## config.mk

```make
export PLATFORM = sky130hd
export DESIGN_NAME = nms_iou
export DESIGN_NICKNAME = d
export VERILOG_FILES = /design/src/hw/rtl/nms_pkg.sv /design/src/hw/rtl/nms_iou.sv
export SDC_FILE = /design/constraint.sdc
export NUM_CORES = 2
export LEC_CHECK = 0
export BUFFER_PORTS_ARGS = -buffer_cell sky130_fd_sc_hd__buf_2
export CAP_MARGIN = 25
export CELL_PAD_IN_SITES_DETAIL_PLACEMENT = 1
export CELL_PAD_IN_SITES_GLOBAL_PLACEMENT = 1
export CORE_MARGIN = 2
export CORE_UTILIZATION = 40
export CTS_CLUSTER_SIZE = 30
export DETAILED_ROUTE_END_ITERATION = 10
export PLACE_DENSITY = 0.64
export SYNTH_ARGS = -nofsm -noshare
export SYNTH_HDL_FRONTEND = slang
export SYNTH_SLANG_ARGS = --single-unit
```

## constraint.sdc

```tcl
create_clock -name clk -period 19.55 [get_ports clk]
set_input_delay 4.8875 -clock clk [delete_from_list [all_inputs] [get_ports clk]]
set_output_delay 4.8875 -clock clk [all_outputs]
set_load 0.01 [all_outputs]
```

## src/hw/rtl/nms_pkg.sv

```systemverilog
// Shared types and constants for the box non-maximum suppression block.
`timescale 1ns / 1ps

package nms_pkg;

  // One stored candidate box, as it sits in a memory word.
  typedef struct packed {
    logic [15:0] h;
    logic [15:0] w;
    logic [15:0] y;
    logic [15:0] x;
  } box_t;

  localparam int BoxBits = 64;
  localparam logic [15:0] ThreshReset = 16'd6554;

  // Sequencer states.
  localparam logic [1:0] S_LOAD = 2'd0;
  localparam logic [1:0] S_SCAN = 2'd1;
  localparam logic [1:0] S_SUPP = 2'd2;
  localparam logic [1:0] S_EMIT = 2'd3;

endpackage

```

## src/hw/rtl/nms_iou.sv

```systemverilog
// Pipelined exact intersection-over-union suppression test against the kept box.
`timescale 1ns / 1ps

module nms_iou #(
  parameter int IDX_W = 6
) (
  input  logic             clk,
  input  logic             rst_n,
  input  logic             in_v,
  input  logic [IDX_W-1:0] in_idx,
  input  nms_pkg::box_t    other,
  input  nms_pkg::box_t    kept,
  input  logic [31:0]      kept_area,
  input  logic [15:0]      thr,
  output logic             res_v,
  output logic [IDX_W-1:0] res_idx,
  output logic             res_sup,
  output logic             busy
);
  import nms_pkg::*;

  logic [3:0]       v_r, v_nxt;
  logic [IDX_W-1:0] idx1_r, idx2_r, idx3_r, idx4_r;
  logic [15:0]      dx_r, dy_r, bw_r, bh_r;
  logic [31:0]      inter2_r, areab_r, inter3_r, inter4_r;
  logic [33:0]      uni_r;
  logic [49:0]      prod_r;

  logic [16:0] ax2, bx2, ay2, by2, x1, x2, y1, y2;
  logic [16:0] dxw, dyw;

  // Overlap extents of the two boxes; edges at 17 bits so they do not wrap.
  always_comb begin
    ax2 = {1'b0, kept.x} + {1'b0, kept.w};
    bx2 = {1'b0, other.x} + {1'b0, other.w};
    ay2 = {1'b0, kept.y} + {1'b0, kept.h};
    by2 = {1'b0, other.y} + {1'b0, other.h};
    x1  = (kept.x > other.x) ? {1'b0, kept.x} : {1'b0, other.x};
    y1  = (kept.y > other.y) ? {1'b0, kept.y} : {1'b0, other.y};
    x2  = (ax2 < bx2) ? ax2 : bx2;
    y2  = (ay2 < by2) ? ay2 : by2;
    dxw = (x2 > x1 && y2 > y1) ? x2 - x1 : 17'd0;
    dyw = (x2 > x1 && y2 > y1) ? y2 - y1 : 17'd0;
  end

  assign v_nxt = {v_r[2:0], in_v};

  always_ff @(posedge clk) begin
    if (!rst_n) begin
      v_r <= '0;
    end else begin
      v_r <= v_nxt;
    end
  end

  // Stage 1 extents, stage 2 products, stage 3 union, stage 4 threshold product.
  always_ff @(posedge clk) begin
    idx1_r   <= in_idx;
    dx_r     <= dxw[15:0];
    dy_r     <= dyw[15:0];
    bw_r     <= other.w;
    bh_r     <= other.h;
    idx2_r   <= idx1_r;
    inter2_r <= dx_r * dy_r;
    areab_r  <= bw_r * bh_r;
    idx3_r   <= idx2_r;
    inter3_r <= inter2_r;
    uni_r    <= {2'b0, kept_area} + {2'b0, areab_r} - {2'b0, inter2_r};
    idx4_r   <= idx3_r;
    inter4_r <= inter3_r;
    prod_r   <= {34'd0, thr} * {16'd0, uni_r};
  end

  // Exact test: inter * 65536 > thr * union.
  assign res_v   = v_r[3];
  assign res_idx = idx4_r;
  assign res_sup = {2'b0, inter4_r, 16'd0} > prod_r;
  assign busy    = |v_r;

endmodule

```

==> results_dict.tcl <==
set metrics [dict create \
    antenna_found_initial 8 \
    die_area_um2 126000 \
    hold_buffers 0 \
    cts_made_buffers 36 \
    port_buffers 193 \
    syn_area_um2 49200 \
    startpoint_type "input pin" \
    drtIter0Drc 1416 \
    synth-async-reset-ratio_pct 0 \
    worstPathRequired_ps 20000 \
    start_util_pct 40.3 \
    grt_max_degree 35 \
    clock_latency_ps 600 \
    num_vias 36400 \
    end_kind "flop" \
    ff2ff_setup_slack_ps 12140 \
    postRouteWirelength_um 142000 \
    place.gp.congestion 0.883 \
    min_period_over_period_pct 58.2 \
    dp_hpwl_um 117000 \
    drive_above_1_share_pct 5.99 \
    yosys_warnings 0 \
    cts_resized 0 \
    track_usage_pct 23.1 \
    avgViaCountPerCell 5.04 \
    post_drt_wl_per_cell_um 19.6 \
    clockBufferDepth 3 \
    cts-root-buf "clkbuf_16" \
    ys.flop_type "dfxtp_1" \
    fin_crit_ps 11370 \
    status "finished, final reports clean" \
    yosys-top-cells-area "fa_1 (36%), ha_1 (14%), dfxtp_1 (12%), inv_1 (9.1%), nand2_1 (5.8%)" \
    synth-seq-cells 304 \
    synth_top_area_share_pct 35.5 \
    grt_setup_unrepaired "false" \
    ys_seq_area_share_pct 12.4 \
    grt_pass1_wl_um 229000 \
    io_pins 194 \
    setup-tns-final_ps 0 \
    crit_type "in2reg" \
    yosysTopAreaCell "fa_1" \
    area_growth_pct 7.52 \
    min_path_type "reg2reg" \
    fillers 14300 \
    die_w_um 355 \
    cts_max_level 2 \
    worst_path_max_delay_cell "a2111oi_0" \
    yosysUniqueCellTypes 84 \
    rows 128 \
    clkTransAtPathRegs_ps 60 \
    finalNetCount 7181 \
    clock.fmax_ghz 0.0880 \
    synth_nets 7097 \
    cpPeakStageDelay_ps 580 \
    grt_overflow 0 \
    ant_nets 0 \
    core_area_um2 122000 \
    first_pass_iters 5 \
    cts_sinks 304 \
    synthCells 5485 \
    synth-edff-count 0 \
    synth_common_cells "inv_1 (1192), fa_1 (872), nand2_1 (756)" \
    avgSynthCellArea_um2 8.96 \
    drcViolationCount 0 \
    clock_skew_ps 44.4 \
    worstPathArrival_ps 11820 \
    worstMarginPinSlew_ps 1100 \
    finalSetupViolCount 0 \
    die_height_um 355 \
    drv_slew 0 \
    hold_viol 0 \
    worstPathMaxFanout 32 \
    post-cts-setup-buffers 0 \
    grt_pass1_vias 41000 \
    cap_violations 0 \
    synth.most_common_cell "inv_1" \
    cts_tree "done" \
    slew_headroom_pct 26.6 \
]
-- flip-flops by register name, summed over array words and instances (netlist names) --
name,cells
v_r,4
inter3_r,32
idx2_r,6
uni_r,34
inter4_r,32
prod_r,50
dy_r,16
res_idx,6
idx3_r,6
dx_r,16
inter2_r,32
idx1_r,6
bh_r,16
bw_r,16
areab_r,32
-- per-layer routing --
metal	vias up	part of all wire (%)	GRT usage [%]
met5	-	0.040	0
met4	8	2.2	4.95
met3	160	3.4	2.32
met2	583	49	40.9
met1	18700	45	30.6
li1	16900	-	-
-- cell usage in the layout, fill, tap and decap left out, types with 27 or more instances in the layout --
cell type / Yosys / final
nand2_1: 756 / 756
xnor2_1: 123 / 123
nor2_1: 133 / 133
mux2i_1: 36 / 36
and2_1: 414 / 414
nor2b_1: 42 / 42
clkbuf_16: 0 / 36
xor2_1: 75 / 75
buf_2: 5 / 193
o21a_1: 28 / 28
nand3_1: 27 / 27
inv_1: 1192 / 1192
o21bai_1: 33 / 33
a21o_1: 98 / 98
nand2b_1: 27 / 27
a21oi_1: 196 / 194
ha_1: 555 / 555
nor3_1: 35 / 35
nand4_1: 40 / 40
dfxtp_1: 304 / 304
o21ai_0: 116 / 116
fa_1: 872 / 872
-- stage by stage --
| stage | hold WS, ps | setup slack [ps] | std cells | cell area (um^2) | util [%] |
|---|---|---|---|---|---|
| 3_3_place_gp | 309 | 7690 | 7154 | 51600 | 42.4 |
| 5_1_grt | 327 | 7540 | 7220 | 52800 | 43.4 |
| 6_report | 323 | 8180 | 7223 | 52900 | 43.4 |
| 2_1_floorplan | 310 | 8610 | 5485 | 49200 | - |
| 4_1_cts | 323 | 8170 | 7219 | 52800 | 43.3 |
| 3_5_place_dp | 313 | 7560 | 7155 | 51700 | 42.4 |
-- worst paths after layout --
path,depth (start not counted),startpoint,end
worst max-delay path,32,other[1],dy_r[10]$_SDFF_PN0_
worst min-delay path,0,inter3_r[9]$_DFF_P_,inter4_r[9]$_DFF_P_
worst max register to register,21,uni_r[15]$_DFF_P_,prod_r[49]$_DFF_P_
worst min register to register,0,inter3_r[9]$_DFF_P_,inter4_r[9]$_DFF_P_
-- cells by family after synthesis --
family,Yosys count,synth area share [%]
buffers and inverters,1358,10.4
muxes,38,0.779
AOI/OAI and AO/OA,608,8.02
DFF,304,12.4
and+or+nand+nor,1552,15.2
xor gates and xnor gates,198,3.53
adders and majority gates,1427,49.6
-- layout make-up --
class                   instances  area [um^2]  share of cell area, %
diodes                          3         7.51                 0.0142
clock buffers                  40          916                   1.73
clock inverters                24          239                  0.452
inverters                    1192         4470                   8.47
multi-input cells            3823        37900                   71.8
flip-flops and latches        304         6090                   11.5
well taps                    1625         2030                   3.85
repair buffers                212         1150                   2.17
-- critical path, delay by kind of cell --
family,cells,cell delay [ps]
xor+xnor,1,170
simple gates,7,1190
compound gates,18,3840
fa+ha+maj,3,840
buf+inv,3,850
Power is left out: the tool's default activity adds up to more than one toggle a clock period on the data nets, which glitch-free logic cannot reach.
