[src/hw/rtl/nms_ram.sv]
// Generic single-write, single-read RAM with a registered read port.
`timescale 1ns / 1ps

module nms_ram #(
  parameter int WIDTH = 64,
  parameter int DEPTH = 64
) (
  input  logic                                  clk,
  input  logic                                  we,
  input  logic [(DEPTH > 1 ? $clog2(DEPTH) : 1)-1:0] waddr,
  input  logic [WIDTH-1:0]                      wdata,
  input  logic [(DEPTH > 1 ? $clog2(DEPTH) : 1)-1:0] raddr,
  output logic [WIDTH-1:0]                      rdata
);

  logic [WIDTH-1:0] mem [DEPTH];

  // Write and registered read.
  always_ff @(posedge clk) begin
    if (we) begin
      mem[waddr] <= wdata;
    end
    rdata <= mem[raddr];
  end

endmodule

[config.mk]
export PLATFORM = sky130hd
export DESIGN_NAME = nms_ram
export DESIGN_NICKNAME = d
export VERILOG_FILES = /design/src/hw/rtl/nms_ram.sv
export SDC_FILE = /design/constraint.sdc
export NUM_CORES = 2
export LEC_CHECK = 0
export BUFFER_PORTS_ARGS = -buffer_cell sky130_fd_sc_hd__buf_4
export CORE_ASPECT_RATIO = 1.5
export CORE_MARGIN = 8
export CORE_UTILIZATION = 30
export CTS_CLUSTER_DIAMETER = 50
export DETAILED_ROUTE_END_ITERATION = 16
export MAX_ROUTING_LAYER = met4
export PLACE_DENSITY = 0.47
export SLEW_MARGIN = 20
export SYNTH_ARGS = -nofsm -noshare
export SYNTH_HDL_FRONTEND = slang
export SYNTH_SLANG_ARGS = --single-unit
[constraint.sdc]
create_clock -name clk -period 8.42 [get_ports clk]
set_input_delay 0 -clock clk [delete_from_list [all_inputs] [get_ports clk]]
set_output_delay 0 -clock clk [all_outputs]
set_load 0.1 [all_outputs]
==> impl_metrics.xml <==
<?xml version="1.0" encoding="UTF-8"?>
<metrics>
  <group name="yosys">
    <metric name="syn-num-nets" unit="">6676</metric>
    <metric name="synth_cell_type_count" unit="">33</metric>
    <metric name="synthesized_instance_count" unit="">6598</metric>
    <metric name="synthesis.area_per_instance" unit="um2">23.7</metric>
    <metric name="synth_warnings" unit="">0</metric>
    <metric name="synth_seq_cells" unit="">4160</metric>
    <metric name="post_syn_area" unit="um2">156000</metric>
    <metric name="ys_seq_area_share" unit="%">79.5</metric>
  </group>
  <group name="finish">
    <metric name="most_common_cell_after_layout_fill_and_taps_aside" unit="">sky130_fd_sc_hd__edfxtp_1</metric>
    <metric name="sequential_cell_area" unit="um2">124000</metric>
    <metric name="count_of_nets_after_finishing" unit="">7136</metric>
    <metric name="multi_input_comb_area" unit="um2">30800</metric>
    <metric name="num-fill-cells" unit="">48100</metric>
    <metric name="layout_common_cells" unit="">sky130_fd_sc_hd__edfxtp_1, sky130_fd_sc_hd__mux4_2, sky130_fd_sc_hd__clkbuf_16, sky130_fd_sc_hd__buf_4, sky130_fd_sc_hd__a22oi_1</metric>
    <metric name="drive_gt1_share" unit="%">28.0</metric>
    <metric name="area.growth.synth_to_final" unit="%">15.6</metric>
    <metric name="final_cells" unit="">14300</metric>
  </group>
  <group name="sta">
    <metric name="setup_violations" unit="">0</metric>
    <metric name="timing.slew.headroom" unit="%">17.9</metric>
    <metric name="clock_skew_after_layout" unit="ns">0.0841</metric>
    <metric name="fmax" unit="GHz">0.269</metric>
    <metric name="max_slew.worst_pin.slew" unit="ns">1.23</metric>
    <metric name="fin_setup_tns" unit="ns">0</metric>
    <metric name="finalHoldViolations" unit="">0</metric>
    <metric name="final_max_slew_viol_count" unit="">0</metric>
    <metric name="final_min_period_over_clock_period" unit="%">44.1</metric>
    <metric name="grt_setup_unrepaired" unit="">no</metric>
    <metric name="period_needed" unit="ns">3.72</metric>
  </group>
  <group name="critical_path">
    <metric name="crit_arrival" unit="ns">4.46</metric>
    <metric name="crit_path_max_incr_delay" unit="ns">0.76</metric>
    <metric name="critical_path_class" unit="">in2reg</metric>
    <metric name="reg2reg_setup_slack" unit="ns">6.08</metric>
    <metric name="worst-path-stages" unit="">9</metric>
    <metric name="worst-r2r-cell-count" unit="">5</metric>
    <metric name="cp-startpoint" unit="">raddr[2]</metric>
    <metric name="critical_path.endpoint" unit="">rdata[19]</metric>
    <metric name="timing.critical_path.required" unit="ns">9.17</metric>
    <metric name="slowest_stage" unit="">sky130_fd_sc_hd__a41oi_1</metric>
    <metric name="cp_max_fo" unit="">116</metric>
    <metric name="cp_num_buf_inv" unit="">4</metric>
    <metric name="reg_to_reg_critical_path_endpoint" unit="">rdata[46]</metric>
    <metric name="critical_path.cell_chain" unit="">dlygate4sd3_1, buf_8, buf_4, buf_12, mux4_2, mux2i_1, o22ai_1, a41oi_1, a211oi_1</metric>
    <metric name="cpLargestDelayFamily" unit="">buffers and inverters</metric>
    <metric name="worst_r2r_startpoint" unit="">mem[13][46]</metric>
    <metric name="setup.worst_path.start_class" unit="">input pin</metric>
    <metric name="end_kind" unit="">flop</metric>
  </group>
  <group name="place">
    <metric name="port_buffers" unit="">141</metric>
    <metric name="place.detailed.hpwl" unit="mm">269</metric>
    <metric name="numPlacedInstances" unit="">13500</metric>
    <metric name="globalplace.congestion" unit="">0.749</metric>
  </group>
  <group name="outcome">
    <metric name="outcome" unit="">complete, no violations</metric>
  </group>
  <group name="run">
    <metric name="drv_cap" unit="">0</metric>
  </group>
  <group name="clock_tree">
    <metric name="cts_buffer_depth" unit="">4</metric>
    <metric name="cts-resized-gates" unit="">0</metric>
    <metric name="cts-htree-levels" unit="">5</metric>
    <metric name="tritoncts.num_buffers" unit="">391</metric>
    <metric name="clock_insertion_delay_worst_skew" unit="ns">0.96</metric>
    <metric name="cts_post_setup_buffers_inserted" unit="">0</metric>
    <metric name="tritoncts" unit="">built</metric>
    <metric name="clock_sink_count" unit="">4160</metric>
    <metric name="root_buffer" unit="">sky130_fd_sc_hd__clkbuf_16</metric>
    <metric name="clkTransAtPathRegs" unit="ns">0.06</metric>
  </group>
  <group name="grt">
    <metric name="grt_pass1_vias" unit="">78300</metric>
    <metric name="first_pass_grt_wire_length" unit="mm">673</metric>
    <metric name="maximum_number_of_pins_on_one_net_before_global_route_repair" unit="">118</metric>
    <metric name="globalRoute.totalOverflow" unit="">0</metric>
    <metric name="global_route_total_usage_across_every_layer" unit="%">18.2</metric>
    <metric name="antenna_found_initial" unit="">39</metric>
  </group>
  <group name="floorplan">
    <metric name="die_x" unit="um">605</metric>
    <metric name="core_area" unit="um2">520000</metric>
    <metric name="pin_count" unit="">142</metric>
    <metric name="fp.dieArea" unit="um2">545000</metric>
    <metric name="initial_core_utilization" unit="%">30.0</metric>
    <metric name="die_y" unit="um">900</metric>
    <metric name="row_count" unit="">325</metric>
  </group>
  <group name="pwr">
    <metric name="pwr_dens" unit="nW/um2">242</metric>
    <metric name="highest_ir_drop_seen_on_vdd" unit="mV">0.164</metric>
    <metric name="leakage" unit="uW">0.0552</metric>
  </group>
  <group name="route">
    <metric name="routed_wire_length_per_instance" unit="um">34.6</metric>
    <metric name="drt_wl_total" unit="mm">494</metric>
    <metric name="detail_route.iter0.violations" unit="">7215</metric>
    <metric name="drcViolationCount" unit="">0</metric>
    <metric name="via_per_inst" unit="">5.21</metric>
    <metric name="drt.antenna.violating_nets" unit="">0</metric>
    <metric name="num_vias" unit="">74400</metric>
    <metric name="drtPass1Iterations" unit="">5</metric>
  </group>
  <group name="min_path">
    <metric name="min_path_type" unit="">in2reg</metric>
  </group>
</metrics>
power by group:
group / internal, uW / leakage (uW) / total (uW) / switching (uW)
Combinational: 762 / 0.0115 / 2400 / 1630
Sequential: 22900 / 0.0374 / 23100 / 136
Clock: 10400 / 0.00637 / 18300 / 7900
Total: 34100 / 0.0552 / 43700 / 9670
tightest hold or removal path, stage by stage:
cell and delay (ns):
sky130_fd_sc_hd__buf_16 0.25, sky130_fd_sc_hd__mux4_2 0.43, sky130_fd_sc_hd__a22oi_1 0.06, sky130_fd_sc_hd__nand3_1 0.08, sky130_fd_sc_hd__and3_1 0.16
what timing repair did:
item,4_1_cts,5_1_grt
hold endpoints to repair,4323,0
setup endpoints to repair,0,0
hold buffers,78,0
synth_stat cells:
cell                           n  area share (%)
sky130_fd_sc_hd__dfxtp_1      64            0.82
sky130_fd_sc_hd__nand4b_1      1          0.0056
sky130_fd_sc_hd__nor3_1        2          0.0064
sky130_fd_sc_hd__a31oi_1      18           0.072
sky130_fd_sc_hd__or2_2        28            0.11
sky130_fd_sc_hd__or3_1        29            0.12
sky130_fd_sc_hd__and3_1       64            0.26
sky130_fd_sc_hd__clkbuf_1    140            0.34
sky130_fd_sc_hd__a211oi_1     63            0.30
sky130_fd_sc_hd__nand2b_1     11           0.044
sky130_fd_sc_hd__nor2b_1      28            0.11
sky130_fd_sc_hd__or3b_2        1          0.0056
sky130_fd_sc_hd__nand4_1       2          0.0080
sky130_fd_sc_hd__nor2_1      112            0.27
sky130_fd_sc_hd__buf_4        34            0.16
sky130_fd_sc_hd__inv_1        19           0.046
sky130_fd_sc_hd__a22o_1       88            0.49
sky130_fd_sc_hd__a22oi_1     168            0.81
sky130_fd_sc_hd__a31o_1        1          0.0056
sky130_fd_sc_hd__o22ai_1      83            0.33
sky130_fd_sc_hd__a41oi_1      26            0.15
sky130_fd_sc_hd__buf_1        20           0.048
sky130_fd_sc_hd__o221ai_1     38            0.21
sky130_fd_sc_hd__edfxtp_1   4096              79
sky130_fd_sc_hd__nand3b_1      2          0.0096
sky130_fd_sc_hd__mux2i_1     135            0.86
sky130_fd_sc_hd__buf_6         6           0.043
sky130_fd_sc_hd__nand3_1      45            0.14
sky130_fd_sc_hd__mux4_2     1024              15
sky130_fd_sc_hd__and2_1        3           0.012
sky130_fd_sc_hd__buf_2       170            0.54
sky130_fd_sc_hd__a2bb2oi_1    19            0.11
sky130_fd_sc_hd__nand2_1      58            0.14
per-layer routing:
metal	vias to the layer above	part of all wire, %	global-route usage, %
met5	-	0	-
li1	29400	-	-
met3	647	4.1	1.77
met1	42200	38	21.1
met2	2175	55	34.0
met4	0	2.8	4.52
cells by family (layout without fill, tap and decap cells):
kind of cell           count (synthesis)  in the layout  share of synthesized area [%]
flip-flops                          4160           4160                           79.5
AO/OA/AOI/OAI                        504            504                           2.48
buffers and inverters                389           1175                           1.18
other                                  0             19                              0
multiplexers                        1159           1159                           15.6
AND/OR/NAND/NOR                      386            386                           1.24
through the flow:
stage | cell area (um2) | worst slack (ns) | total power [uW] | hold slack [ns] | utilization [%]
floorplan | 156000 | 2.98 | 24800 | 0.0989 | -
global placement | 167000 | 3.98 | 25900 | 0.499 | 32.0
detailed placement | 167000 | 4.00 | 25900 | 0.505 | 32.0
CTS | 181000 | 4.79 | 44200 | 0.0341 | 34.7
global route | 181000 | 4.72 | 44900 | 0.0697 | 34.7
finish | 181000 | 4.70 | 43700 | 0.0860 | 34.7
flip-flops by register name, summed over array words and instances, names as in the netlist:
name   flops
mem     4096
rdata     64
final cells by class:
type / instances / area share [%]
clock inverter: 235 / 1.47
clock buffer: 484 / 5.75
inverter: 19 / 0.0395
tap: 6867 / 4.75
multi-input combinational: 2049 / 17.1
timing repair buffer: 437 / 2.13
sequential: 4160 / 68.8
antenna: 19 / 0.0263
worst min path at each step:
stage,from,to,slack (ns),depth (start not counted)
6_report,raddr[0],rdata[10],0.09,5
5_1_grt,raddr[1],rdata[1],0.07,5
4_1_cts,raddr[1],rdata[1],0.03,5
3_5_place_dp,rdata[26],rdata[26],0.51,1
3_3_place_gp,rdata[26],rdata[26],0.50,1
2_1_floorplan,wdata[0],mem[0][0],0.1,0
(Power assumes the default switching activity.)
